$ cat src/rtl/cpao_pkg.sv
// ----------------------------------------------------------------------------
// Cylinder pair overlap: shared package
// Word formats on both channels, the queued test job, and fixed widths.
// ----------------------------------------------------------------------------
package cpao_pkg;

	// Coordinates and directions are Q7.8 two's complement.
	localparam int COORD_BITS  = 16;
	localparam int RADIUS_BITS = COORD_BITS - 1;
	// Width of one limb of the shared limb multiplier.
	localparam int LIMB_BITS   = 16;

	typedef struct packed {
		logic                          kind;
		logic signed [COORD_BITS-1:0]  point_x;
		logic signed [COORD_BITS-1:0]  point_y;
		logic signed [COORD_BITS-1:0]  point_z;
		logic signed [COORD_BITS-1:0]  dir_x;
		logic signed [COORD_BITS-1:0]  dir_y;
		logic signed [COORD_BITS-1:0]  dir_z;
		logic        [RADIUS_BITS-1:0] radius;
	} in_word_t;

	typedef struct packed {
		logic overlap;
		logic axes_parallel;
	} out_word_t;

	// Kind codes of an input word.
	localparam logic KIND_STORE = 1'b0;
	localparam logic KIND_TEST  = 1'b1;

	// One pair test: held direction a, new direction b, point difference q
	// (held minus new) and the radius sum. Index 0 is x, 1 is y, 2 is z.
	typedef struct packed {
		logic [2:0][COORD_BITS-1:0] a;
		logic [2:0][COORD_BITS-1:0] b;
		logic [2:0][COORD_BITS:0]   q;
		logic [COORD_BITS-1:0]      rsum;
	} job_t;

endpackage

$ cat src/rtl/cpao_front.sv
// ----------------------------------------------------------------------------
// Cylinder pair overlap: front end
// Accepts input words, holds the first cylinder of a pair and turns every
// test word into a job for the queue.
// ----------------------------------------------------------------------------
module cpao_front import cpao_pkg::*; (
	input  logic     clk,
	input  logic     arst_n,
	input  logic     in_valid,
	output logic     in_ready,
	input  in_word_t in_data,
	output logic     job_valid,
	input  logic     job_ready,
	output job_t     job
);

	logic [2:0][COORD_BITS-1:0] held_point_q;
	logic [2:0][COORD_BITS-1:0] held_dir_q;
	logic [RADIUS_BITS-1:0]     held_radius_q;
	logic [2:0][COORD_BITS-1:0] new_point;
	logic                       accept;

	assign in_ready  = job_ready;
	assign accept    = in_valid && in_ready;
	assign job_valid = accept && (in_data.kind == KIND_TEST);

	assign new_point[0] = in_data.point_x;
	assign new_point[1] = in_data.point_y;
	assign new_point[2] = in_data.point_z;

	always_comb begin
		job.a[0] = held_dir_q[0];
		job.a[1] = held_dir_q[1];
		job.a[2] = held_dir_q[2];
		job.b[0] = in_data.dir_x;
		job.b[1] = in_data.dir_y;
		job.b[2] = in_data.dir_z;
		for (int k = 0; k < 3; k++) begin
			job.q[k] = {held_point_q[k][COORD_BITS-1], held_point_q[k]}
				- {new_point[k][COORD_BITS-1], new_point[k]};
		end
		job.rsum = {1'b0, held_radius_q} + {1'b0, in_data.radius};
	end

	// A store word replaces the held cylinder; a test word leaves it alone.
	always_ff @(posedge clk or negedge arst_n) begin
		if (!arst_n) begin
			held_point_q  <= '0;
			held_dir_q    <= '0;
			held_radius_q <= '0;
		end else if (accept && (in_data.kind == KIND_STORE)) begin
			held_point_q  <= new_point;
			held_dir_q[0] <= in_data.dir_x;
			held_dir_q[1] <= in_data.dir_y;
			held_dir_q[2] <= in_data.dir_z;
			held_radius_q <= in_data.radius;
		end
	end

endmodule

$ cat src/rtl/cpao_fifo.sv
// ----------------------------------------------------------------------------
// Cylinder pair overlap: job queue
// A short first-in first-out queue of test jobs between front and back end.
// ----------------------------------------------------------------------------
module cpao_fifo import cpao_pkg::*; #(
	parameter int DEPTH = 2
) (
	input  logic clk,
	input  logic arst_n,
	input  logic push_valid,
	output logic push_ready,
	input  job_t push_data,
	output logic pop_valid,
	input  logic pop_ready,
	output job_t pop_data
);

	localparam int PTR_W = (DEPTH > 1) ? $clog2(DEPTH) : 1;
	localparam int CNT_W = $clog2(DEPTH + 1);

	job_t             slots_q [DEPTH];
	logic [PTR_W-1:0] wr_ptr_q;
	logic [PTR_W-1:0] rd_ptr_q;
	logic [CNT_W-1:0] count_q;
	logic             do_push;
	logic             do_pop;

	assign push_ready = (count_q != CNT_W'(DEPTH));
	assign pop_valid  = (count_q != '0);
	assign pop_data   = slots_q[rd_ptr_q];
	assign do_push    = push_valid && push_ready;
	assign do_pop     = pop_valid && pop_ready;

	always_ff @(posedge clk) begin
		if (do_push) begin
			slots_q[wr_ptr_q] <= push_data;
		end
	end

	always_ff @(posedge clk or negedge arst_n) begin
		if (!arst_n) begin
			wr_ptr_q <= '0;
			rd_ptr_q <= '0;
			count_q  <= '0;
		end else begin
			if (do_push) begin
				wr_ptr_q <= (wr_ptr_q == PTR_W'(DEPTH - 1)) ? '0 : wr_ptr_q + 1'b1;
			end
			if (do_pop) begin
				rd_ptr_q <= (rd_ptr_q == PTR_W'(DEPTH - 1)) ? '0 : rd_ptr_q + 1'b1;
			end
			if (do_push && !do_pop) begin
				count_q <= count_q + 1'b1;
			end else if (do_pop && !do_push) begin
				count_q <= count_q - 1'b1;
			end
		end
	end

endmodule

$ cat src/rtl/cpao_back.sv
// ----------------------------------------------------------------------------
// Cylinder pair overlap: back end
// Runs one job through a fixed program of multiply-accumulate steps on a
// shared limb multiplier and delivers the result word.
// ----------------------------------------------------------------------------
module cpao_back import cpao_pkg::*; (
	input  logic      clk,
	input  logic      arst_n,
	input  logic      job_valid,
	output logic      job_ready,
	input  job_t      job,
	output logic      out_valid,
	input  logic      out_ready,
	output out_word_t out_data
);

	localparam int C      = COORD_BITS;
	localparam int L      = LIMB_BITS;
	localparam int N_W    = 2 * C;          // |n| magnitude
	localparam int D_W    = 3 * C + 1;      // |n.q| magnitude
	localparam int NN_W   = 4 * C;          // |n|^2
	localparam int R2_W   = 2 * C + 1;      // (r1+r2)^2
	localparam int VW     = 4 * C;          // widest operand
	localparam int NL     = (VW + L - 1) / L;
	localparam int VWP    = NL * L;
	localparam int ACC_W  = 6 * C + 3;
	localparam int CNT_W  = $clog2(NL + 1);
	localparam int IDX_W  = $clog2(NL);
	localparam int SH_W   = $clog2(2 * NL - 1);
	localparam int LA     = (C + L - 1) / L;
	localparam int LQ     = (C + 1 + L - 1) / L;
	localparam int LN     = (N_W + L - 1) / L;
	localparam int LD     = (D_W + L - 1) / L;
	localparam int LNN    = (NN_W + L - 1) / L;
	localparam int LR     = (C + 1 + L - 1) / L;
	localparam int LR2    = (R2_W + L - 1) / L;

	typedef enum logic [1:0] {ST_IDLE, ST_RUN, ST_CHECK, ST_FINISH} state_t;

	typedef enum logic [3:0] {
		SL_A0, SL_A1, SL_A2, SL_B0, SL_B1, SL_B2, SL_N0, SL_N1,
		SL_N2, SL_Q0, SL_Q1, SL_Q2, SL_DOT, SL_NN, SL_RS, SL_RS2
	} slot_t;

	typedef struct packed {
		slot_t x;
		slot_t y;
		logic  sub;
		logic  clr;
		logic  wr;
		slot_t dst;
	} step_t;

	// The step after which the cross product is complete, and the final step.
	localparam logic [3:0] CHECK_STEP = 4'd5;
	localparam logic [3:0] LAST_STEP  = 4'd14;

	function automatic step_t mk(input slot_t x, input slot_t y, input logic sub,
			input logic clr, input logic wr, input slot_t dst);
		step_t s;
		s.x   = x;
		s.y   = y;
		s.sub = sub;
		s.clr = clr;
		s.wr  = wr;
		s.dst = dst;
		return s;
	endfunction

	// Program: n = a x b, dot = n.q, nn = n.n, rs2 = rsum^2,
	// then acc = dot^2 - rs2 * nn.
	function automatic step_t prog(input logic [3:0] idx);
		step_t s;
		case (idx)
			4'd0:    s = mk(SL_A1,  SL_B2,  1'b0, 1'b1, 1'b0, SL_N0);
			4'd1:    s = mk(SL_A2,  SL_B1,  1'b1, 1'b0, 1'b1, SL_N0);
			4'd2:    s = mk(SL_A2,  SL_B0,  1'b0, 1'b1, 1'b0, SL_N1);
			4'd3:    s = mk(SL_A0,  SL_B2,  1'b1, 1'b0, 1'b1, SL_N1);
			4'd4:    s = mk(SL_A0,  SL_B1,  1'b0, 1'b1, 1'b0, SL_N2);
			4'd5:    s = mk(SL_A1,  SL_B0,  1'b1, 1'b0, 1'b1, SL_N2);
			4'd6:    s = mk(SL_N0,  SL_Q0,  1'b0, 1'b1, 1'b0, SL_DOT);
			4'd7:    s = mk(SL_N1,  SL_Q1,  1'b0, 1'b0, 1'b0, SL_DOT);
			4'd8:    s = mk(SL_N2,  SL_Q2,  1'b0, 1'b0, 1'b1, SL_DOT);
			4'd9:    s = mk(SL_N0,  SL_N0,  1'b0, 1'b1, 1'b0, SL_NN);
			4'd10:   s = mk(SL_N1,  SL_N1,  1'b0, 1'b0, 1'b0, SL_NN);
			4'd11:   s = mk(SL_N2,  SL_N2,  1'b0, 1'b0, 1'b1, SL_NN);
			4'd12:   s = mk(SL_RS,  SL_RS,  1'b0, 1'b1, 1'b1, SL_RS2);
			4'd13:   s = mk(SL_DOT, SL_DOT, 1'b0, 1'b1, 1'b0, SL_DOT);
			4'd14:   s = mk(SL_RS2, SL_NN,  1'b1, 1'b0, 1'b0, SL_DOT);
			default: s = mk(SL_RS,  SL_RS,  1'b0, 1'b1, 1'b0, SL_DOT);
		endcase
		return s;
	endfunction

	function automatic logic [CNT_W-1:0] limbs(input slot_t s);
		logic [CNT_W-1:0] n;
		case (s) inside
			SL_A0, SL_A1, SL_A2, SL_B0, SL_B1, SL_B2: n = CNT_W'(LA);
			SL_N0, SL_N1, SL_N2:                      n = CNT_W'(LN);
			SL_Q0, SL_Q1, SL_Q2:                      n = CNT_W'(LQ);
			SL_DOT:                                   n = CNT_W'(LD);
			SL_NN:                                    n = CNT_W'(LNN);
			SL_RS:                                    n = CNT_W'(LR);
			default:                                  n = CNT_W'(LR2);
		endcase
		return n;
	endfunction

	function automatic logic [C:0] sm_abs(input logic [C:0] v);
		return v[C] ? (~v + 1'b1) : v;
	endfunction

	state_t           state_q;
	job_t             job_q;
	logic [3:0]       step_q;
	logic [IDX_W-1:0] li_q;
	logic [IDX_W-1:0] lj_q;
	logic [ACC_W-1:0] acc_q;
	logic [N_W-1:0]   n_mag_q [3];
	logic             n_sgn_q [3];
	logic [D_W-1:0]   dot_q;
	logic [NN_W-1:0]  nn_q;
	logic [R2_W-1:0]  rs2_q;
	logic             ovl_q;
	logic             par_q;
	logic             out_valid_q;
	out_word_t        out_q;

	step_t            cur;
	slot_t            sel [2];
	logic [VWP-1:0]   op_mag [2];
	logic             op_sgn [2];
	logic [L-1:0]     x_limb;
	logic [L-1:0]     y_limb;
	logic [2*L-1:0]   pp;
	logic [SH_W-1:0]  sh;
	logic [ACC_W-1:0] shifted;
	logic [ACC_W-1:0] addend;
	logic [ACC_W-1:0] base;
	logic [ACC_W-1:0] acc_d;
	logic [ACC_W-1:0] acc_abs;
	logic             neg;
	logic             last_i;
	logic             last_j;
	logic             overlap_d;
	logic             n_zero;
	logic             out_load;

	assign cur       = prog(step_q);
	assign job_ready = (state_q == ST_IDLE);
	assign out_valid = out_valid_q;
	assign out_data  = out_q;
	// The output register takes a new word when it is empty or being drained.
	assign out_load  = (state_q == ST_FINISH) && (!out_valid_q || out_ready);

	// Operand fetch as sign and magnitude.
	always_comb begin
		sel[0] = cur.x;
		sel[1] = cur.y;
		for (int k = 0; k < 2; k++) begin
			op_mag[k] = '0;
			op_sgn[k] = 1'b0;
			case (sel[k])
				SL_A0: begin
					op_mag[k] = VWP'(sm_abs({job_q.a[0][C-1], job_q.a[0]}));
					op_sgn[k] = job_q.a[0][C-1];
				end
				SL_A1: begin
					op_mag[k] = VWP'(sm_abs({job_q.a[1][C-1], job_q.a[1]}));
					op_sgn[k] = job_q.a[1][C-1];
				end
				SL_A2: begin
					op_mag[k] = VWP'(sm_abs({job_q.a[2][C-1], job_q.a[2]}));
					op_sgn[k] = job_q.a[2][C-1];
				end
				SL_B0: begin
					op_mag[k] = VWP'(sm_abs({job_q.b[0][C-1], job_q.b[0]}));
					op_sgn[k] = job_q.b[0][C-1];
				end
				SL_B1: begin
					op_mag[k] = VWP'(sm_abs({job_q.b[1][C-1], job_q.b[1]}));
					op_sgn[k] = job_q.b[1][C-1];
				end
				SL_B2: begin
					op_mag[k] = VWP'(sm_abs({job_q.b[2][C-1], job_q.b[2]}));
					op_sgn[k] = job_q.b[2][C-1];
				end
				SL_N0: begin
					op_mag[k] = VWP'(n_mag_q[0]);
					op_sgn[k] = n_sgn_q[0];
				end
				SL_N1: begin
					op_mag[k] = VWP'(n_mag_q[1]);
					op_sgn[k] = n_sgn_q[1];
				end
				SL_N2: begin
					op_mag[k] = VWP'(n_mag_q[2]);
					op_sgn[k] = n_sgn_q[2];
				end
				SL_Q0: begin
					op_mag[k] = VWP'(sm_abs(job_q.q[0]));
					op_sgn[k] = job_q.q[0][C];
				end
				SL_Q1: begin
					op_mag[k] = VWP'(sm_abs(job_q.q[1]));
					op_sgn[k] = job_q.q[1][C];
				end
				SL_Q2: begin
					op_mag[k] = VWP'(sm_abs(job_q.q[2]));
					op_sgn[k] = job_q.q[2][C];
				end
				SL_DOT: op_mag[k] = VWP'(dot_q);
				SL_NN:  op_mag[k] = VWP'(nn_q);
				SL_RS:  op_mag[k] = VWP'(job_q.rsum);
				SL_RS2: op_mag[k] = VWP'(rs2_q);
				default: op_mag[k] = '0;
			endcase
		end
	end

	// One limb product per cycle in the run state, shifted into place and accumulated.
	always_comb begin
		x_limb    = op_mag[0][L*li_q +: L];
		y_limb    = op_mag[1][L*lj_q +: L];
		pp        = x_limb * y_limb;
		sh        = SH_W'(li_q) + SH_W'(lj_q);
		shifted   = ACC_W'(pp) << (L * sh);
		neg       = op_sgn[0] ^ op_sgn[1] ^ cur.sub;
		addend    = neg ? (~shifted + 1'b1) : shifted;
		base      = (cur.clr && (li_q == '0) && (lj_q == '0)) ? '0 : acc_q;
		acc_d     = base + addend;
		acc_abs   = acc_d[ACC_W-1] ? (~acc_d + 1'b1) : acc_d;
		overlap_d = acc_d[ACC_W-1] || (acc_d == '0);
		last_i    = ((CNT_W'(li_q) + 1'b1) == limbs(cur.x));
		last_j    = ((CNT_W'(lj_q) + 1'b1) == limbs(cur.y));
		n_zero    = (n_mag_q[0] == '0) && (n_mag_q[1] == '0) && (n_mag_q[2] == '0);
	end

	always_ff @(posedge clk or negedge arst_n) begin
		if (!arst_n) begin
			state_q     <= ST_IDLE;
			job_q       <= '0;
			step_q      <= '0;
			li_q        <= '0;
			lj_q        <= '0;
			acc_q       <= '0;
			n_mag_q     <= '{default: '0};
			n_sgn_q     <= '{default: 1'b0};
			dot_q       <= '0;
			nn_q        <= '0;
			rs2_q       <= '0;
			ovl_q       <= 1'b0;
			par_q       <= 1'b0;
			out_q       <= '0;
			out_valid_q <= 1'b0;
		end else begin
			if (out_load) begin
				out_valid_q <= 1'b1;
			end else if (out_ready) begin
				out_valid_q <= 1'b0;
			end
			case (state_q)
				ST_IDLE: begin
					if (job_valid) begin
						job_q   <= job;
						step_q  <= '0;
						li_q    <= '0;
						lj_q    <= '0;
						state_q <= ST_RUN;
					end
				end
				ST_RUN: begin
					acc_q <= acc_d;
					if (last_j) begin
						lj_q <= '0;
						if (last_i) begin
							li_q <= '0;
							if (cur.wr) begin
								case (cur.dst)
									SL_N0: begin
										n_mag_q[0] <= acc_abs[N_W-1:0];
										n_sgn_q[0] <= acc_d[ACC_W-1];
									end
									SL_N1: begin
										n_mag_q[1] <= acc_abs[N_W-1:0];
										n_sgn_q[1] <= acc_d[ACC_W-1];
									end
									SL_N2: begin
										n_mag_q[2] <= acc_abs[N_W-1:0];
										n_sgn_q[2] <= acc_d[ACC_W-1];
									end
									SL_DOT:  dot_q <= acc_abs[D_W-1:0];
									SL_NN:   nn_q  <= acc_abs[NN_W-1:0];
									SL_RS2:  rs2_q <= acc_abs[R2_W-1:0];
									default: ;
								endcase
							end
							if (step_q == LAST_STEP) begin
								ovl_q   <= overlap_d;
								par_q   <= 1'b0;
								state_q <= ST_FINISH;
							end else if (step_q == CHECK_STEP) begin
								step_q  <= step_q + 1'b1;
								state_q <= ST_CHECK;
							end else begin
								step_q <= step_q + 1'b1;
							end
						end else begin
							li_q <= li_q + 1'b1;
						end
					end else begin
						lj_q <= lj_q + 1'b1;
					end
				end
				ST_CHECK: begin
					// A zero cross product means parallel axes: no overlap.
					if (n_zero) begin
						ovl_q   <= 1'b0;
						par_q   <= 1'b1;
						state_q <= ST_FINISH;
					end else begin
						state_q <= ST_RUN;
					end
				end
				ST_FINISH: begin
					if (out_load) begin
						out_q.overlap       <= ovl_q;
						out_q.axes_parallel <= par_q;
						state_q             <= ST_IDLE;
					end
				end
				default: state_q <= ST_IDLE;
			endcase
		end
	end

endmodule

$ cat src/rtl/cylinder_pair_axis_overlap.sv
// ----------------------------------------------------------------------------
// Cylinder pair overlap test
// Tests two infinite cylinders for overlap of their axis distance against
// the sum of their radii, exactly and without roots or division.
// ----------------------------------------------------------------------------
// Usage: the input channel (in_valid, in_ready, in_data) carries one cylinder
// per word. A word of kind 0 becomes the held first cylinder and gives no
// result. A word of kind 1 is tested against the held cylinder and gives one
// result word on the output channel (out_valid, out_ready, out_data).
// Store words are taken one per cycle while the job queue has room; test
// words are queued, so the front keeps accepting while the back end works.
// The back end runs one test at a time through a shared 16 x 16 limb
// multiplier, one limb product per cycle. A test is loaded from the queue,
// runs its multiply steps with a zero check on the cross product between
// them, and ends in the output register; parallel axes end after the cross
// product. The back end takes a new test only once its last result has
// gone into the output register.
// Reset clears the held cylinder to zero (a test before any store reports
// parallel axes), empties the queue and drops any pending result. When the
// receiver stalls, the result waits in the output register, the back end
// holds its next result, and the queue fills before in_ready falls.
// ----------------------------------------------------------------------------
module cylinder_pair_axis_overlap import cpao_pkg::*; #(
	parameter int QUEUE_DEPTH = 2
) (
	input  logic      clk,
	input  logic      arst_n,
	input  logic      in_valid,
	output logic      in_ready,
	input  in_word_t  in_data,
	output logic      out_valid,
	input  logic      out_ready,
	output out_word_t out_data
);

	// Front end to queue.
	logic job_push_valid;
	logic job_push_ready;
	job_t job_push;

	// Queue to back end.
	logic job_pop_valid;
	logic job_pop_ready;
	job_t job_pop;

	cpao_front u_front (
		.clk       (clk),
		.arst_n    (arst_n),
		.in_valid  (in_valid),
		.in_ready  (in_ready),
		.in_data   (in_data),
		.job_valid (job_push_valid),
		.job_ready (job_push_ready),
		.job       (job_push)
	);

	cpao_fifo #(
		.DEPTH (QUEUE_DEPTH)
	) u_fifo (
		.clk        (clk),
		.arst_n     (arst_n),
		.push_valid (job_push_valid),
		.push_ready (job_push_ready),
		.push_data  (job_push),
		.pop_valid  (job_pop_valid),
		.pop_ready  (job_pop_ready),
		.pop_data   (job_pop)
	);

	// The back end owns the output register, so a stalled receiver holds the
	// back end first; the front and the queue keep moving until the queue fills.
	cpao_back u_back (
		.clk       (clk),
		.arst_n    (arst_n),
		.job_valid (job_pop_valid),
		.job_ready (job_pop_ready),
		.job       (job_pop),
		.out_valid (out_valid),
		.out_ready (out_ready),
		.out_data  (out_data)
	);

endmodule
$ cat config.mk
export PLATFORM = sky130hd
export DESIGN_NAME = cylinder_pair_axis_overlap
export DESIGN_NICKNAME = d
export VERILOG_FILES = /design/src/rtl/cpao_pkg.sv /design/src/rtl/cpao_front.sv /design/src/rtl/cpao_fifo.sv /design/src/rtl/cpao_back.sv /design/src/rtl/cylinder_pair_axis_overlap.sv
export SDC_FILE = /design/constraint.sdc
export NUM_CORES = 2
export LEC_CHECK = 0
export ABC_AREA = 1
export BUFFER_PORTS_ARGS = -buffer_cell sky130_fd_sc_hd__buf_4
export CORE_MARGIN = 2
export CORE_UTILIZATION = 56
export CTS_CLUSTER_DIAMETER = 40
export DETAILED_ROUTE_END_ITERATION = 7
export PLACE_DENSITY = 0.72
export SYNTH_ARGS = -nofsm -noshare
export SYNTH_HDL_FRONTEND = slang
export SYNTH_SLANG_ARGS = --single-unit
$ cat constraint.sdc
create_clock -name clk -period 14.9 [get_ports clk]
set_clock_uncertainty 0.2 [all_clocks]
set_input_delay 0 -clock clk [delete_from_list [all_inputs] [get_ports clk]]
set_output_delay 0 -clock clk [all_outputs]
set_load 0.1 [all_outputs]
# Word-level counts from Yosys, hierarchy flattened

Memory sizes are Yosys's and may differ from the RTL's. A register that Yosys moved wholly into a read port is not among the register bits.
Cells that the tools add are included.

Output and inout bits: 4
Bits in registers: 474
Input bits: 116
ROM bits: 240
Memories kept: 2
Bits in writable memories: 326

Bitwise logic cells: 14
$mul: 1
Muxes and demuxes: 65
Reductions and logical operators: 51
Shift-type cells: 3
Add/subtract/negate cells: 26
Equality and inequality tests: 52

Memory list:

| name             | words | width | rd ports | clocked after memory_dff | write ports | line            | RTL |
|---|---|---|---|---|---|---|---|
| u_fifo.slots_q   | 2     | 163   | 1        | 1                        | 1           | cpao_fifo.sv:21 | `job_t slots_q [DEPTH];` |
| (name not given) | 16    | 15    | 1        | 0                        | 0           | cpao_back.sv:74 | `case (idx)` |

Operators with widths:

| kind                                                                   | count |
|---|---|
| 64-bit case mux with 16 select lines                                   | 2 |
| 99-bit two-way mux                                                     | 2 |
| 17-bit by 1-bit adder with 17-bit output (second input constant)       | 9 |
| 17-bit two-way mux                                                     | 9 |
| 17-bit inverter                                                        | 9 |
| 64-bit by 7-bit variable part select with 16-bit output                | 2 |
| 99-bit by 1-bit adder with 99-bit output (second input constant)       | 1 |
| 99-bit adder                                                           | 1 |
| 99-bit logical NOT                                                     | 1 |
| 99-bit inverter                                                        | 1 |
| 32-bit by 7-bit << shifter with 99-bit output                          | 1 |
| 32-bit logical NOT                                                     | 3 |
| 4-bit equality test (second input constant)                            | 21 |
| 64-bit by 1-bit adder with 64-bit output (second input constant)       | 1 |
| 64-bit two-way mux                                                     | 1 |
| 64-bit inverter                                                        | 1 |
| 16-bit by 16-bit subtractor with 17-bit output                         | 3 |
| 5-bit AND reduction                                                    | 9 |
| 4-bit by 3-bit equality test with 1-bit output (second input constant) | 11 |
| 16-bit by 16-bit multiplier with 32-bit output                         | 1 |
| 3-bit two-way mux                                                      | 10 |
| 2-bit two-way mux                                                      | 13 |
| 1-bit case mux with 12 select lines                                    | 2 |
| 15-bit by 15-bit adder with 16-bit output                              | 1 |
| other kinds (32)                                                       | 97 |

# Logic depth before layout (Yosys ltp)

Depth in word-level cells: 17
Depth in mapped cells: 80
Gate-level depth less buffers: 79

# Hierarchy

From an unflattened synthesis, not the netlist that was laid out.

Cell total of the unflattened synthesis: 10077
Area total of the unflattened synthesis: 73011.3 um^2

By module, submodules not included:

| module     | seq. area each (um^2) | cells an instance | instances | area each (um^2) |
|---|---|---|---|---|
| cpao_back  | 13062.5               | 8046              | 1         | 52465.3 |
| cpao_fifo  | 9889.5                | 880               | 1         | 12170.4 |
| cpao_front | 2777.7                | 1151              | 1         | 8375.5 |

# Least setup slack after synthesis

No wires, ideal clock.

Path type: flip-flop to flip-flop
Start: register u_back.step_q[0]
End: register u_back.dot_q[27]
Setup time: 117 ps
Buffers on the path: 5
Arrival: 11805 ps
Path slack: 2779 ps
Data required time: 14583 ps
Cell stages (with the launch flop): 77
Cells stage by stage: dfrtp_1 inv_1 ha_1 inv_1 nand2_1 nand3_1 nand2_4 nor2_4 inv_1 nor2_1 inv_1 clkbuf_1 buf_1 o221ai_1 nand2_1 nand3_1 nand2_1 inv_1 [41 not listed] nor2_1 inv_1 nor2_1 inv_1 nor4_1 nand3_1 nand3_1 a31o_2 xor2_1 inv_1 nand3_2 nand2_2 buf_6 buf_6 nand2_1 nand2_2 nand2_1 nand2_1

Cells in the longest elaborated chain, start to end: 13
Elaborated cells between the ends (all ways): 75
Those cells by class: 3 x add/sub; 1 x mul; 33 x eq/ne; 3 x shift; 19 x mux; 4 x bitwise; 11 x reduce/logical; 1 x memory

Ends and longest elaborated chain:

| item                                                                              | line                               | RTL |
|---|---|---|
| start, declared                                                                   | cpao_back.sv:115                   | `logic [3:0] step_q;` |
| start signal, assigned                                                            | cpao_back.sv:303                   | `step_q <= step_q + 1'b1;` |
| start signal, assigned                                                            | cpao_back.sv:306                   | `step_q <= step_q + 1'b1;` |
| memory 16 x 15 bit *                                                              | --                                 |  |
| 4-bit equality test, or another cell as far along                                 | cpao_back.sv:163                   | `case (sel[k])` |
| 64-bit case mux with 16 select lines                                              | cpao_back.sv:163                   |  |
| 64-bit by 7-bit variable part select with 16-bit output, on equally long branches | cpao_back.sv:223, cpao_back.sv:224 |  |
| 16-bit by 16-bit multiplier with 32-bit output                                    | cpao_back.sv:225                   | `pp = x_limb * y_limb;` |
| 32-bit by 7-bit << shifter with 99-bit output                                     | cpao_back.sv:227                   | `shifted = ACC_W'(pp) << (L * sh);` |
| 99-bit inverter                                                                   | cpao_back.sv:229                   | `addend = neg ? (~shifted + 1'b1) : shifted;` |
| 99-bit by 1-bit adder with 99-bit output                                          | cpao_back.sv:229                   |  |
| 99-bit two-way mux                                                                | cpao_back.sv:229                   |  |
| 99-bit adder                                                                      | cpao_back.sv:231                   | `acc_d = base + addend;` |
| 64-bit inverter                                                                   | cpao_back.sv:232                   | `acc_abs = acc_d[ACC_W-1] ? (~acc_d + 1'b1) : acc_d;` |
| 64-bit by 1-bit adder with 64-bit output                                          | cpao_back.sv:232                   |  |
| 64-bit two-way mux                                                                | cpao_back.sv:232                   |  |
| end signal, assigned                                                              | cpao_back.sv:292                   | `SL_DOT: dot_q <= acc_abs[D_W-1:0];` |
| end, declared                                                                     | cpao_back.sv:121                   | `logic [D_W-1:0] dot_q;` |

Every way passes the cells marked *; elsewhere a longest branch is shown, timed or not.
A chain may end at the register's enable or synchronous reset.

# Final worst setup path

Start: register u_back.job_q[84] in the netlist's numbering
End: register u_back.ovl_q

Cells in the longest elaborated chain, start to end: 17
Elaborated cells between the ends (all ways): 19
Those cells by class: 3 x add/sub; 1 x mul; 3 x shift; 8 x mux; 2 x bitwise; 2 x reduce/logical

Ends and longest elaborated chain:

| item                                                                              | line                               | RTL |
|---|---|---|
| start, declared                                                                   | cpao_back.sv:114                   | `job_t job_q;` |
| start signal, assigned                                                            | cpao_back.sv:265                   | `job_q <= job;` |
| 17-bit inverter                                                                   | cpao_back.sv:110                   | `return v[C] ? (~v + 1'b1) : v;` |
| 17-bit by 1-bit adder with 17-bit output                                          | cpao_back.sv:110                   |  |
| 17-bit two-way mux *                                                              | cpao_back.sv:110                   |  |
| 64-bit case mux with 16 select lines                                              | cpao_back.sv:163                   |  |
| 64-bit by 7-bit variable part select with 16-bit output, on equally long branches | cpao_back.sv:223, cpao_back.sv:224 |  |
| 16-bit by 16-bit multiplier with 32-bit output *                                  | cpao_back.sv:225                   |  |
| 32-bit by 7-bit << shifter with 99-bit output *                                   | cpao_back.sv:227                   |  |
| 99-bit inverter                                                                   | cpao_back.sv:229                   |  |
| 99-bit by 1-bit adder with 99-bit output                                          | cpao_back.sv:229                   |  |
| 99-bit two-way mux *                                                              | cpao_back.sv:229                   |  |
| 99-bit adder *                                                                    | cpao_back.sv:231                   |  |
| 99-bit logical NOT                                                                | cpao_back.sv:233                   | `overlap_d = acc_d[ACC_W-1] \|\| (acc_d == '0);` |
| 1-bit logical OR *                                                                | cpao_back.sv:233                   |  |
| 1-bit two-way mux *                                                               | cpao_back.sv:298                   | `if (step_q == LAST_STEP) begin` |
| 1-bit two-way mux *                                                               | cpao_back.sv:276                   | `if (last_i) begin` |
| 1-bit two-way mux *                                                               | cpao_back.sv:274                   | `if (last_j) begin` |
| 1-bit case mux with 2 select lines *                                              | cpao_back.sv:262                   | `case (state_q)` |
| end signal, assigned                                                              | cpao_back.sv:299                   | `ovl_q <= overlap_d;` |
| end, declared                                                                     | cpao_back.sv:124                   | `logic ovl_q;` |

Every way passes the cells marked *; elsewhere a longest branch is shown, timed or not. The select of a mux whose other input is x is not followed.

==> metrics.md <==
| Metric | Value |
|---|---|
| Result of the run | finished, violations left |
| Violations in the final reports | capacitance limit, slew limit |
| Xor-xnor portion of the synthesized cell area | under 10% |
| Final Max Tran Viols | 9 |
| Fraction of the yosys area taken by sequential cells | a little over a third |
| Global-route wire length before repair | 465000 um |
| Std-Cell Rows | approximately 130 |
| Antenna violations before repair | 17 |
| Share of synthesized cell area in full adder, half adder and majority cells | 10.9% |
| Via count | about 76000 |
| Cell repeated most along the worst path | sky130_fd_sc_hd__nand2_1 |
| Total die area | ~130000 um2 |
| Critical path class | reg -> reg |
| Area delta synth->final | 26.8% |
| Effective utilization at floorplan | 56.6% |
| Endpoint required time on the critical path | approximately 15000 ps |
| Number of buffers inserted by port buffering | between 100 and 150 |
| Cell variety after synth | 75 |
| Cts bufs inserted | about 140 |
| Master of the slowest instance on the critical path | sky130_fd_sc_hd__a221oi_1 |
| Setup slack at placement | -544 ps |
| Simple-Gate Fraction of Synth Area | approximately 26% |
| Overall Global Routing Usage | between 40% and 50% |
| Final Cycle Share | a little over nine tenths |
| Top library cells by usage in the layout, fill and taps aside | sky130_fd_sc_hd__nand2_1, sky130_fd_sc_hd__buf_4, sky130_fd_sc_hd__inv_1 |
| DRC Markers | 0 |
| Net count reported at finish | approximately 11000 |
| Peak per-stage delay on the critical path | between 500 and 600 ps |
| Achievable clock frequency | approximately 68 MHz |
| Mean instance size in the synthesized netlist | approximately 7.5 um2 |
| Worst relative slew slack | -14.6% |
| Final worst hold slack | ~40 ps |
| DIE WIDTH | 358 um |
| Fin. Hold Viols | 0 |
| Startpoint types | flip-flop |
| Setup-failing EPs final | 0 |
| Placed inst area | between 80000 and 90000 um2 |
| Post-layout minimum cycle time | 14660 ps |
| Leading cell type in the layout, fill and taps excluded | sky130_fd_sc_hd__nand2_1 |
| Setup total negative slack | 0 ps |
| Number of detailed-route iterations in the first pass | 8 |
| Count of boundary I/O pins | 120 |
| Number of fill cells | approximately 9500 |
| Height of the die | 358 um |
| Post-synthesis sequential element count | 963 |
| Multiplexer share of the synthesized area | 1.01% |
| Initial DRC Count | around 11000 |
| Fraction of registers with async set/reset | between 60% and 70% |
| Core region area | 124000 um2 |
| Pin count of the biggest net entering global routing | around 170 |
| Number of antenna-violating nets in the routed design | 0 |
| Final GP Congestion | around 1.1 |
| Worst Setup End Kind | flip-flop |
| Routed wirelength normalized by instance count | 25.3 um |
| Final HPWL from detailed placement | 222000 um |
| Worst Reg2Reg Path Length in Cells | 64 |
| Critical Path AT | approximately 15000 ps |
| Number of global-route vias before repair | 74628 |
| Worst min-delay path class | in -> reg |
| Synthesized net count | roughly 10000 |
| CTS Buffer Depth | 3 |
| Clock Sink Count | a little under 1000 |
| Transition time at the pin with the least slew margin | ~1700 ps |
| Aggregate routed wire length | ~310000 um |
| Main synth FF type | sky130_fd_sc_hd__dfrtp_1 |
| Clock tree from TritonCTS | built |
| Area of all placed cells without fillers | 89000 um2 |
| Number of synthesized flops with an enable pin | about 330 |
| Hold path depth | 4 |
| Dominant combinational cell family by area after synthesis | simple AND/OR/NAND/NOR gates |
| Level count of the clock H-tree | 4 |
| Share of post-route cells with drive strength above 1 | between 15 and 20% |
| Latest clock arrival within the worst-skew pair | 820 ps |
| Drt via density | just over 6 |
| Share of the synthesized area in compound gates (AO/OA/AOI/OAI) | approximately 12% |
| Count of max-cap constraint violations | 3 |
| Combined area of all synthesized cells | 70200 um2 |
| Cell at the root of the clock tree | sky130_fd_sc_hd__clkbuf_16 |
| Total of warnings raised by yosys | 0 |
| Cell count after synthesis | approximately 9300 |
| Clock-pin transition on the worst setup and hold timing paths | 70 ps |
| Largest fanout on the critical path | 10 |
| Remaining global-route overflow | 0 |
| Smallest setup slack after layout | 237 ps |
[kinds of logic after synthesis]
group	count (synthesis)
and+or+nand+nor	4423
buffers and inverters	1576
AOI/OAI and AO/OA	1424
DFF	963
adders and majority gates	493
xor gates and xnor gates	406
muxes	63
[area by class of cell]
type                            instances  area [um2]  area share, %
Timing Repair Buffer                 1510       12200           13.7
Multi-Input combinational cell       6809       39100           43.9
Antenna cell                            5        12.5         0.0141
Inverter                             1255        4750           5.34
Tap cell                             1637        2050           2.30
Clock inverter                         99        1510           1.69
Clock buffer                          164        3750           4.21
Sequential cell                       963       25700           28.9
[through the flow]
step / instances / util (%)
finish: 12442 / 71.7
global route: 12437 / 71.7
CTS: 12415 / 71.1
detailed placement: 11913 / 65.0
global placement: 11913 / 65.0
floorplan: 9348 / -
[synthesized netlist by cell type (25+ instances only)]
master / n / area share (%)
sky130_fd_sc_hd__xnor2_1: 100 / 1.2
sky130_fd_sc_hd__mux2_2: 63 / 1.0
sky130_fd_sc_hd__a31oi_1: 191 / 1.7
sky130_fd_sc_hd__nand3_1: 372 / 2.7
sky130_fd_sc_hd__a21oi_1: 351 / 2.5
sky130_fd_sc_hd__o211ai_1: 27 / 0.29
sky130_fd_sc_hd__edfxtp_1: 326 / 14
sky130_fd_sc_hd__a221oi_1: 90 / 1.1
sky130_fd_sc_hd__buf_1: 25 / 0.13
sky130_fd_sc_hd__nor3_1: 87 / 0.62
sky130_fd_sc_hd__nor4_1: 57 / 0.51
sky130_fd_sc_hd__nor2_1: 1052 / 5.6
sky130_fd_sc_hd__nand2_1: 2622 / 14
sky130_fd_sc_hd__o22ai_1: 65 / 0.58
sky130_fd_sc_hd__xor2_1: 306 / 3.8
sky130_fd_sc_hd__dfrtp_1: 637 / 23
sky130_fd_sc_hd__clkbuf_1: 264 / 1.4
sky130_fd_sc_hd__fa_1: 200 / 5.7
sky130_fd_sc_hd__o21ai_0: 496 / 3.5
sky130_fd_sc_hd__o221ai_1: 28 / 0.35
sky130_fd_sc_hd__ha_1: 293 / 5.2
sky130_fd_sc_hd__nand4_1: 132 / 1.2
sky130_fd_sc_hd__inv_1: 1214 / 6.5
[worst paths after layout]
| check | from | endpoint | slack, ps |
|---|---|---|---|
| worst max-delay path | u_back.job_q[84] | u_back.ovl_q | 240 |
| worst min-delay path | in_data[111] | u_fifo.wr_ptr_q | 40 |
| worst max register to register | u_back.job_q[84] | u_back.ovl_q | 240 |
| worst min register to register | u_front.job[135] | u_fifo.slots_q[1][135] | 270 |
| max in group asynchronous | arst_n | u_fifo.rd_ptr_q | 12360 |
| min in group asynchronous | arst_n | u_back.acc_q[94] | 280 |
[per-layer routing]
layer | vias to the layer above | global-route usage, % | part of all wire [%]
met5 | - | 0.0370 | 0.045
met4 | 20 | 37.8 | 9.8
met3 | 1668 | 14.3 | 12
met2 | 5619 | 75.9 | 44
met1 | 35878 | 56.5 | 34
li1 | 33168 | - | -
[worst max-delay path, delay by kind of cell (launching register included)]
kind / cells / cell delay (ps)
xor+xnor: 4 / 940
compound gates: 10 / 2660
simple gates: 25 / 4450
fa+ha+maj: 9 / 3920
flops: 1 / 440
buf+inv: 16 / 1870
[sequential cells by signal, indices dropped and copies added (netlist names), 33 cells and up]
signal and count:
u_back.nn_q 64, u_back.dot_q 49, u_back.acc_q 99, u_front.job 48, u_back.rs2_q 33, u_front.held_point_q 48, u_back.n_mag_q 96, u_back.job_q 163
u_fifo.slots_q 326
[timing repair]
action | in CTS | in global routing
buffers inserted | 0 | 21
gates resized for setup | 4 | 158
pin swaps | 0 | 19
hold endpoints to repair | 662 | 0
hold buffers | 239 | 0
endpoints found under the setup margin | 225 | 256
Power is not shown: default switching activity piles up to over one toggle a cycle in this logic, so the estimate is an artifact.
